<file path="src/rtl/core/wsd_pkg.sv">
package wsd_pkg;

    // operation codes of an input word
    localparam logic OPER_BYTE = 1'b0;
    localparam logic OPER_OPEN = 1'b1;

    // frame opcodes that trigger an action
    localparam logic [3:0] OP_CLOSE = 4'd8;
    localparam logic [3:0] OP_PING  = 4'd9;

    // header byte counts: two header bytes, then four key bytes
    localparam logic [2:0] HDR_KEY_START = 3'd2;
    localparam logic [2:0] HDR_LAST_KEY  = 3'd5;
    localparam logic [2:0] HDR_LEN       = 3'd6;

    typedef enum logic [1:0] {
        ACT_NONE  = 2'd0,
        ACT_PONG  = 2'd1,
        ACT_CLOSE = 2'd2,
        ACT_DROP  = 2'd3
    } action_t;

    typedef struct packed {
        logic       operation;
        logic [7:0] rx_byte;
    } in_word_t;

    typedef struct packed {
        logic       has_payload;
        logic [7:0] payload_byte;
        logic       frame_end;
        logic [3:0] frame_opcode;
        action_t    action;
    } result_t;

    typedef struct packed {
        logic            connected;
        logic [2:0]      hdr_count;
        logic [3:0]      opcode;
        logic            mask_flag;
        logic [6:0]      rem_len;
        logic [3:0][7:0] mask_key;
        logic [1:0]      key_index;
    } dec_state_t;

    localparam dec_state_t DEC_RESET = '{
        connected: 1'b0,
        hdr_count: 3'd0,
        opcode:    OP_CLOSE,
        mask_flag: 1'b0,
        rem_len:   7'd0,
        mask_key:  32'd0,
        key_index: 2'd0
    };

endpackage

</file>
<file path="src/rtl/core/wsd_if.sv">
// input words: operation and received byte
interface wsd_in_if;
    logic       valid;
    logic       ready;
    logic       operation;
    logic [7:0] rx_byte;

    modport source (output valid, output operation, output rx_byte, input ready);
    modport sink (input valid, input operation, input rx_byte, output ready);
endinterface

// result words of the deframer
interface wsd_out_if;
    import wsd_pkg::*;

    logic       valid;
    logic       ready;
    logic       has_payload;
    logic [7:0] payload_byte;
    logic       frame_end;
    logic [3:0] frame_opcode;
    action_t    action;

    modport source (
        output valid, output has_payload, output payload_byte, output frame_end,
        output frame_opcode, output action, input ready
    );
    modport sink (
        input valid, input has_payload, input payload_byte, input frame_end,
        input frame_opcode, input action, output ready
    );
endinterface

</file>
<file path="src/rtl/core/wsd_in_stage.sv">
module wsd_in_stage (
    input  logic             clk,
    input  logic             rst_n,
    wsd_in_if.sink           link,
    input  logic             take,
    output logic             item_valid,
    output wsd_pkg::in_word_t item
);
    import wsd_pkg::*;

    logic     valid_reg;
    in_word_t word_reg;

    // register is free when empty or drained this cycle
    assign link.ready = !valid_reg || take;
    assign item_valid = valid_reg;
    assign item       = word_reg;

    // valid flag
    always_ff @(posedge clk or negedge rst_n)
    begin
        if (!rst_n)
        begin
            valid_reg <= 1'b0;
        end
        else if (link.ready)
        begin
            valid_reg <= link.valid;
        end
    end

    // word capture
    always_ff @(posedge clk)
    begin
        if (link.ready && link.valid)
        begin
            word_reg <= '{operation: link.operation, rx_byte: link.rx_byte};
        end
    end

endmodule

</file>
<file path="src/rtl/core/wsd_decode.sv">
module wsd_decode (
    input  logic              clk,
    input  logic              rst_n,
    input  logic              item_valid,
    input  wsd_pkg::in_word_t item,
    input  logic              out_ready,
    output logic              take,
    output logic              res_valid,
    output wsd_pkg::result_t  res
);
    import wsd_pkg::*;

    dec_state_t st_reg;
    dec_state_t st_next;
    logic [1:0] key_sel;
    logic [7:0] key_byte;
    logic [7:0] data;
    logic [6:0] len_dec;
    action_t    end_action;

    // one word per cycle whenever the result register can take it
    assign take = item_valid && out_ready;

    // datapath helpers
    assign key_sel  = 2'(st_reg.hdr_count - HDR_KEY_START);
    assign key_byte = st_reg.mask_key[st_reg.key_index];
    assign data     = st_reg.mask_flag ? (item.rx_byte ^ key_byte) : item.rx_byte;
    assign len_dec  = st_reg.rem_len - 7'd1;

    // action taken when the frame completes
    always_comb
    begin
        case (st_reg.opcode)
            OP_PING:  end_action = ACT_PONG;
            OP_CLOSE: end_action = ACT_CLOSE;
            default:  end_action = ACT_NONE;
        endcase
    end

    // frame decoding
    always_comb
    begin
        st_next   = st_reg;
        res_valid = 1'b0;
        res       = '{has_payload: 1'b0, payload_byte: 8'd0, frame_end: 1'b0,
                      frame_opcode: st_reg.opcode, action: ACT_NONE};
        if (take)
        begin
            if (item.operation == OPER_OPEN)
            begin
                st_next           = DEC_RESET;
                st_next.connected = 1'b1;
            end
            else if (!st_reg.connected)
            begin
                st_next = st_reg;
            end
            else if (st_reg.hdr_count == 3'd0)
            begin
                st_next.opcode    = item.rx_byte[3:0];
                st_next.hdr_count = 3'd1;
            end
            else if (st_reg.hdr_count == 3'd1)
            begin
                if (!item.rx_byte[7])
                begin
                    // unmasked header drops the connection
                    res_valid  = 1'b1;
                    res.action = ACT_DROP;
                    st_next    = DEC_RESET;
                end
                else
                begin
                    st_next.hdr_count = HDR_KEY_START;
                    st_next.mask_flag = 1'b1;
                    st_next.rem_len   = item.rx_byte[6:0];
                end
            end
            else if (st_reg.mask_flag && st_reg.hdr_count < HDR_LEN)
            begin
                // mask key bytes
                st_next.mask_key[key_sel] = item.rx_byte;
                st_next.hdr_count         = st_reg.hdr_count + 3'd1;
                if (st_reg.hdr_count == HDR_LAST_KEY)
                begin
                    st_next.key_index = 2'd0;
                    if (st_reg.rem_len == 7'd0)
                    begin
                        // empty frame completes with its last key byte
                        res_valid         = 1'b1;
                        res.frame_end     = 1'b1;
                        res.action        = end_action;
                        st_next           = DEC_RESET;
                        st_next.connected = (end_action != ACT_CLOSE);
                    end
                end
            end
            else if (st_reg.rem_len != 7'd0)
            begin
                // payload byte
                res_valid         = 1'b1;
                res.has_payload   = 1'b1;
                res.payload_byte  = data;
                st_next.rem_len   = len_dec;
                if (st_reg.mask_flag)
                begin
                    st_next.key_index = st_reg.key_index + 2'd1;
                end
                if (len_dec == 7'd0)
                begin
                    res.frame_end     = 1'b1;
                    res.action        = end_action;
                    st_next           = DEC_RESET;
                    st_next.connected = (end_action != ACT_CLOSE);
                end
            end
        end
    end

    // decoder state
    always_ff @(posedge clk or negedge rst_n)
    begin
        if (!rst_n)
        begin
            st_reg <= DEC_RESET;
        end
        else
        begin
            st_reg <= st_next;
        end
    end

`ifndef ASSERT_OFF
    a_close_disconnects: assert property (@(posedge clk) disable iff (!rst_n)
        res_valid && res.action == ACT_CLOSE |=> !st_reg.connected)
        else $error("close frame left the connection open");

    a_hdr_bound: assert property (@(posedge clk) disable iff (!rst_n)
        st_reg.hdr_count <= HDR_LEN)
        else $error("header count past the key bytes");

    a_open_restarts: assert property (@(posedge clk) disable iff (!rst_n)
        take && item.operation == OPER_OPEN |=> st_reg.connected && st_reg.hdr_count == 3'd0)
        else $error("connection open did not restart decoding");

    a_end_clears: assert property (@(posedge clk) disable iff (!rst_n)
        res_valid && res.frame_end |=> st_reg.hdr_count == 3'd0 && st_reg.rem_len == 7'd0)
        else $error("frame end did not clear the decoder");

    a_result_needs_take: assert property (@(posedge clk) disable iff (!rst_n)
        res_valid |-> take)
        else $error("result without a consumed word");
`endif

endmodule

</file>
<file path="src/rtl/core/wsd_out_stage.sv">
module wsd_out_stage (
    input  logic             clk,
    input  logic             rst_n,
    input  logic             res_valid,
    input  wsd_pkg::result_t res,
    output logic             out_ready,
    wsd_out_if.source        deframed
);
    import wsd_pkg::*;

    logic    valid_reg;
    result_t res_reg;

    // free when empty or the word leaves this cycle
    assign out_ready = !valid_reg || deframed.ready;

    assign deframed.valid        = valid_reg;
    assign deframed.has_payload  = res_reg.has_payload;
    assign deframed.payload_byte = res_reg.payload_byte;
    assign deframed.frame_end    = res_reg.frame_end;
    assign deframed.frame_opcode = res_reg.frame_opcode;
    assign deframed.action       = res_reg.action;

    // valid flag
    always_ff @(posedge clk or negedge rst_n)
    begin
        if (!rst_n)
        begin
            valid_reg <= 1'b0;
        end
        else if (out_ready)
        begin
            valid_reg <= res_valid;
        end
    end

    // result capture
    always_ff @(posedge clk)
    begin
        if (out_ready && res_valid)
        begin
            res_reg <= res;
        end
    end

endmodule

</file>
<file path="src/rtl/core/websocket_frame_deframer.sv">
// channel    | dir | word contents
// -----------+-----+--------------------------------------------------------
// link       | in  | operation, rx_byte
// deframed   | out | has_payload, payload_byte, frame_end, frame_opcode, action
//
// one word accepted per cycle while deframed is not stalled; a word's result, if it has one,
// passes the input register, the single decode step and then the result register
// reset empties both registers and returns the decoder to disconnected
// a stall on deframed holds the result register and back-pressures link
module websocket_frame_deframer (
    input  logic      clk,
    input  logic      rst_n,
    wsd_in_if.sink    link,
    wsd_out_if.source deframed
);
    import wsd_pkg::*;

    logic     item_valid;
    in_word_t item;
    logic     take;
    logic     out_ready;
    logic     res_valid;
    result_t  res;

    // input register
    wsd_in_stage u_in_stage (
        .clk        (clk),
        .rst_n      (rst_n),
        .link       (link),
        .take       (take),
        .item_valid (item_valid),
        .item       (item)
    );

    // header decode and unmasking
    wsd_decode u_decode (
        .clk        (clk),
        .rst_n      (rst_n),
        .item_valid (item_valid),
        .item       (item),
        .out_ready  (out_ready),
        .take       (take),
        .res_valid  (res_valid),
        .res        (res)
    );

    // result register
    wsd_out_stage u_out_stage (
        .clk       (clk),
        .rst_n     (rst_n),
        .res_valid (res_valid),
        .res       (res),
        .out_ready (out_ready),
        .deframed  (deframed)
    );

endmodule

</file>
<file path="src/flat_wrapper.sv">
// flat-port wrapper written by rule: the top's interface ports become plain ports
module websocket_frame_deframer_flat import wsd_pkg::*;
  (clk, rst_n, link_valid, link_operation, link_rx_byte, link_ready, deframed_valid, deframed_has_payload, deframed_payload_byte, deframed_frame_end, deframed_frame_opcode, deframed_action, deframed_ready);
  wsd_in_if link_i ();
  wsd_out_if deframed_i ();
  input  logic clk;
  input  logic rst_n;
  input wire logic [$bits(link_i.valid)-1:0] link_valid;
  input wire logic [$bits(link_i.operation)-1:0] link_operation;
  input wire logic [$bits(link_i.rx_byte)-1:0] link_rx_byte;
  output wire logic [$bits(link_i.ready)-1:0] link_ready;
  output wire logic [$bits(deframed_i.valid)-1:0] deframed_valid;
  output wire logic [$bits(deframed_i.has_payload)-1:0] deframed_has_payload;
  output wire logic [$bits(deframed_i.payload_byte)-1:0] deframed_payload_byte;
  output wire logic [$bits(deframed_i.frame_end)-1:0] deframed_frame_end;
  output wire logic [$bits(deframed_i.frame_opcode)-1:0] deframed_frame_opcode;
  output wire logic [$bits(deframed_i.action)-1:0] deframed_action;
  input wire logic [$bits(deframed_i.ready)-1:0] deframed_ready;
  assign link_i.valid = link_valid;
  assign link_i.operation = link_operation;
  assign link_i.rx_byte = link_rx_byte;
  assign link_ready = link_i.ready;
  assign deframed_valid = deframed_i.valid;
  assign deframed_has_payload = deframed_i.has_payload;
  assign deframed_payload_byte = deframed_i.payload_byte;
  assign deframed_frame_end = deframed_i.frame_end;
  assign deframed_frame_opcode = deframed_i.frame_opcode;
  assign deframed_action = deframed_i.action;
  assign deframed_i.ready = deframed_ready;
  websocket_frame_deframer u_core (.clk(clk), .rst_n(rst_n), .link(link_i), .deframed(deframed_i));
endmodule
</file>
<file path="config.mk">
export PLATFORM = sky130hd
export DESIGN_NAME = websocket_frame_deframer_flat
export DESIGN_NICKNAME = d
export VERILOG_FILES = /design/src/rtl/core/wsd_pkg.sv /design/src/rtl/core/wsd_if.sv /design/src/rtl/core/wsd_in_stage.sv /design/src/rtl/core/wsd_decode.sv /design/src/rtl/core/wsd_out_stage.sv /design/src/rtl/core/websocket_frame_deframer.sv /design/src/flat_wrapper.sv
export SDC_FILE = /design/constraint.sdc
export NUM_CORES = 1
export LEC_CHECK = 0
export BUFFER_PORTS_ARGS = -buffer_cell sky130_fd_sc_hd__buf_2
export CAP_MARGIN = 20
export CORE_ASPECT_RATIO = 0.7
export CORE_UTILIZATION = 54
export DETAILED_ROUTE_END_ITERATION = 10
export PLACE_DENSITY = 0.76
export SYNTH_ARGS = -nofsm -noshare
export SYNTH_HDL_FRONTEND = slang
export SYNTH_SLANG_ARGS = --single-unit
</file>
<file path="constraint.sdc">
create_clock -name clk -period 2.53 [get_ports clk]
set_input_delay 0.759 -clock clk [delete_from_list [all_inputs] [get_ports clk]]
set_output_delay 0.759 -clock clk [all_outputs]
set_load 0.005 [all_outputs]
</file>
Yosys cells after proc, flatten, opt, wreduce, memory -nomap -nowiden
Cells that the tools add are included.

Register bits after elaboration: 77. Input port bits: 13. Output and inout bits: 18. Logic and storage cells: 116.

Add/subtract/negate cells: 4. $lt $le $gt $ge: 4. Eq/ne operators: 12. Multiplexer cells: 44. Bitwise operators: 4. Reduce and logical (&&, ||, !) cells: 29.

Operators with widths (number): $mux 50 (8); $mux 42 (1); $mux 34 (1); $bwmux 32 (1); $mux 8 (4); $reduce_and 7->1 (3); $mux 2 (9); $bmux 8 s2 (1); $demux 8 s2 (1); $reduce_bool 5->1 (3); $logic_not 7->1 (2); $mux 1 (14); $reduce_and 6->1 (2); $mux 10 (1); $ne 5x3->1 const B (2); $eq 4x4->1 const B (2); $ne 4x2->1 const B (2); $reduce_bool 4->1 (2); $xor 8x8->8 (1); $mux 7 (1); $reduce_bool 7->1 (1); $reduce_or 7->1 (1); $sub 7x1->7 const B (1); $lt 2x3->1 const B (2); 23 further kinds (31).

Longest topological paths before layout
Word-level depth: 13. Gate-level depth with buffers: 10.

Cells and area by module
A second synthesis with hierarchy kept.

Cell total of the unflattened synthesis: 351. Area, all modules: 4018.9 um2.

By module, submodules not included: wsd_decode (instances 1, cells each 318, area an instance 3160.5 um2, seq. area each 1252.5 um2); wsd_out_stage (instances 1, cells each 20, area an instance 534.3 um2, seq. area each 505.5 um2); wsd_in_stage (instances 1, cells each 13, area an instance 324.1 um2, seq. area each 295.3 um2).

Worst setup path before layout
Ideal clock, no wire load.

Path kind: reg2reg. From: register u_core.u_decode.st_reg[34] in the netlist's numbering. To: register u_core.u_out_stage.res_reg, in the netlist u_core.u_out_stage.deframed.action[0] (enable). Arrival: 2210 ps. Setup slack: -68 ps. Cell stages (with the launch flop): 9. Clock period less this slack: 2598 ps. Path through: dfrtp_1 -> inv_1 -> ha_1 -> nor3b_2 -> nand2_1 -> o21ai_0 -> nand2_1 -> a21o_1 -> nor2_1.

Word-level cells in the longest chain between the ends: 10. Elaborated cells between the ends (all ways): 12. Classes of those cells: mux (9); reduce/logical (3).

RTL lines: start, declared (line wsd_decode.sv:13) `dec_state_t st_reg;`; start signal, assigned (line wsd_decode.sv:129) `st_reg <= st_next;`; $logic_not 7->1 (line wsd_decode.sv:87) `if (st_reg.rem_len == 7'd0)`; $mux 1 (line wsd_decode.sv:87); $mux 1 (line wsd_decode.sv:84) `if (st_reg.hdr_count == HDR_LAST_KEY)`; $mux 1 (*) (line wsd_decode.sv:79) `else if (st_reg.mask_flag && st_reg.hdr_count < HDR_LEN)`; $mux 1 (*) (line wsd_decode.sv:63) `else if (st_reg.hdr_count == 3'd1)`; $mux 1 (*) (line wsd_decode.sv:58) `else if (st_reg.hdr_count == 3'd0)`; $mux 1 (*) (line wsd_decode.sv:54) `else if (!st_reg.connected)`; $mux 1 (*) (line wsd_decode.sv:49) `if (item.operation == OPER_OPEN)`; $mux 1 (*) (line wsd_decode.sv:47) `if (take)`; $logic_and 1x1->1 (*) (line wsd_out_stage.sv:40) `if (out_ready && res_valid)`; end signal, assigned (line wsd_out_stage.sv:42) `res_reg <= res;`; end, declared (line wsd_out_stage.sv:12) `result_t res_reg;`.

Every way passes the cells marked *; elsewhere a longest branch is shown, timed or not. A chain may end at the register's enable or synchronous reset.

Worst setup path in the final report
From: register u_core.u_decode.st_reg[35] in the netlist's numbering. To: register u_core.u_decode.st_reg, in the netlist u_core.u_decode.res[2].

Word-level cells in the longest chain between the ends: 4. Elaborated cells between the ends (all ways): 8. Classes of those cells: add/sub (1); eq/ne (1); reduce/logical (6).

RTL lines: $sub 7x1->7 (line wsd_decode.sv:28) `assign len_dec = st_reg.rem_len - 7'd1;`; $logic_not 7->1 (line wsd_decode.sv:109) `if (len_dec == 7'd0)`; $reduce_bool 5->1 (no source line); $reduce_and 7->1 (no source line) (*).

Marks and branches as above.

==> impl_results.md <==
- Synth Cell Area: approximately 3800 sq um
- Slew Limit Fails: 0
- EDFF count, synth: 25
- Power Density: ~860 nW/um^2
- Final wirelength: a little under 9000 um
- CP Cell Sequence: inv_1 -> ha_1 -> nor3b_1 -> nand4_1 -> or3_4 -> a311oi_4 -> nand2_4 -> a22o_2
- CP delay by family, top: simple AND/OR/NAND/NOR gates
- Vias in the first global route: between 2000 and 3000
- Final setup fails: 0
- Crit path kind: flop to flop
- Async SR Flop Fraction: 0.675
- Gate power share: 0.326
- Core area: a little under 7000 sq um
- Fin crit period: roughly 2.5 ns
- Status: completed
- Finished Layout Cells: roughly 460
- Pin count of the biggest net entering global routing: between 50 and 60
- Clock power frac: 0.255
- Area Overhead vs Synth: 16.2%
- Fin. Hold Viols: 0
- Int Power: 2.45 mW
- Synth cell count leaders: 51 x dfrtp_1, 33 x a22o_1, 25 x edfxtp_1
- Sinks on Clock Net: 77
- Hold_ws: approximately 0.5 ns
- Syn Nets: approximately 330
- Fmax: approximately 400 MHz
- H-tree Lvls: 3
- CP Data Required Time: roughly 2.8 ns
- Top_reg_cell synth: dfrtp_1
- Layout cells sized above 1: 0.301
- Antenna Cells: 0
- Max reg flops: between 40 and 50
- DR iter-0 viols: between 300 and 400
- First-pass GRT wire length: between 10000 and 15000 um
- Root Driver: clkbuf_8
- HPWL after DPL: 6220 um
- Count leader, synth: dfrtp_1
- # IOs: 31
- Max Cap Viol: 0
- Hold_buf cts: 0
- Worst setup EP type: flop
- Die area: 7340 sq um
- Sw power: 1.34 mW
- Final worst-path cycle share: 0.983
- CP max FO: 8
- Slew Limit Headroom: 0.552
- TritonRoute pass-1 iters: 5
- Die Height: 72 um
- Row count: 25
- Mapped Cells: approximately 310
- Placed cells: roughly 440
- Die W: between 100 and 150 um
- Yosys cell types: 62
- Slowest stage delay, CP: between 0.4 and 0.5 ns
- Worst slew pin tran: 0.671 ns
- Part of the Yosys area used for sequential elements: 0.543
- Worst Path Arrival: 2.73 ns
- Pwr Total: ~3.8 mW
- Clk slew on worst S/H paths: approximately 0.08 ns
- Antenna violations before repair: 0
- Num CTS Buffers: 9
- TritonCTS clock tree: built
- Flop pwr share: 0.419
- Synth area leader: dfrtp_1
- Clk_skew: ~0.013 ns
- Port buffer count: 30
- Clock Tree Buf Depth: 2
- Synth top area share: 0.338
- Area of the multi-input gates: ~1600 sq um
- Syn avg cell area: 12.0 sq um
- Critical path's slowest cell: or3_4
- Worst Path Buf+Inv: 1
- Via density: 6.10
- Sw Share: 0.354
- Largest cells by area after synthesis: dfrtp_1 34%, edfxtp_1 20%, a22o_1 7.6%
- Max VDD drop: between 0.5 and 0.6 mV
- Initial core utilization: 0.559
- Total gr overflow: 0
- Ys Warns: 0
- Synth Register Bits: 77
- Antenna-violating nets left: 0
- Nets: around 380
- GR Util All Layers: 0.272
- Hold crit path type: flop to flop
- WL per Instance: ~19 um
- FF/Latch Area: 2050 sq um
- Clk_lat worst skew: between 0.3 and 0.4 ns
- GPL Wtd Cong: 0.977
- Worst setup SP type: flop
- Leak: roughly 1.8 nW
- DRC: 0
- Fillers: approximately 540
- Via Count: around 2800
-- cell type report --
class,instances,area share
Sequential cell,77,0.467
Multi-Input combinational cell,209,0.373
Timing Repair Buffer,55,0.0797
Clock buffer,9,0.0282
Tap cell,94,0.0268
Clock inverter,7,0.0179
Inverter,8,0.00684
-- stage by stage --
stage                     area [sq um]   util  setup WS (ns)  TNS (ns)
final                             4390  0.650         0.0432         0
after global routing              4390  0.650        -0.0231   -0.0572
after CTS                         4370  0.647         0.0359         0
after detailed placement          4140  0.613        -0.0875     -2.14
after global placement            4140  0.613        -0.0171   -0.0171
after floorplan                   3780      -         0.0301         0
-- logic make-up (layout without fill, tap and decap cells) --
family | Yosys count | in the layout | synth area share
simple gates | 93 | 93 | 0.136
buf+inv | 28 | 79 | 0.0344
mux | 10 | 10 | 0.0556
compound gates | 90 | 90 | 0.188
fa+ha+maj | 6 | 6 | 0.0199
flops | 77 | 77 | 0.543
xor+xnor | 10 | 10 | 0.0232
-- final timing paths --
path,start,to,slack [ns],cells past startpoint
max,u_core.u_decode.st_reg[35],u_core.u_decode.res[2],0.04,8
min,u_core.u_decode.res[3],u_core.u_out_stage.deframed.frame_opcode[1],0.50,0
max reg2reg,u_core.u_decode.st_reg[35],u_core.u_decode.res[2],0.04,8
min reg2reg,u_core.u_decode.res[3],u_core.u_out_stage.deframed.frame_opcode[1],0.50,0
max in group asynchronous,rst_n,u_core.u_decode.st_reg[34],1.56,2
min in group asynchronous,rst_n,u_core.u_decode.st_reg[9],0.52,2
-- cell usage in the layout (no fill, tap or decap), drive strengths merged, types with 9 or more instances in the layout --
| cell type | instances |
|---|---|
| nand2 | 24 |
| inv | 12 |
| dfrtp | 51 |
| a21oi | 10 |
| a22o | 36 |
| edfxtp | 25 |
| nor2 | 23 |
| clkbuf | 9 |
| o21ai | 20 |
| buf | 55 |
-- what timing repair did --
| item | in CTS | in global routing |
|---|---|---|
| setup endpoints to repair | 43 | 44 |
| buffers inserted | 1 | 0 |
| resized for setup | 4 | 5 |
| pin swaps | 2 | 0 |
-- power by group through the flow --
| stage | logic, mW | registers, mW | clock network (mW) |
|---|---|---|---|
| finish | 1.23 | 1.59 | 0.966 |
| global route | 1.33 | 1.60 | 1.02 |
| CTS | 1.19 | 1.58 | 0.976 |
| detailed placement | 1.16 | 1.60 | 0 |
| global placement | 1.14 | 1.60 | 0 |
| floorplan | 0.786 | 1.54 | 0 |
-- per-layer routing --
metal | global-route usage | up-vias | part of all wire
li1 | - | 1261 | -
met1 | 0.413 | 1368 | 0.46
met2 | 0.362 | 145 | 0.40
met3 | 0.0838 | 24 | 0.10
met4 | 0.108 | 0 | 0.028
met5 | 0 | - | 0
Note: power is estimated with default switching activity, not from simulation.
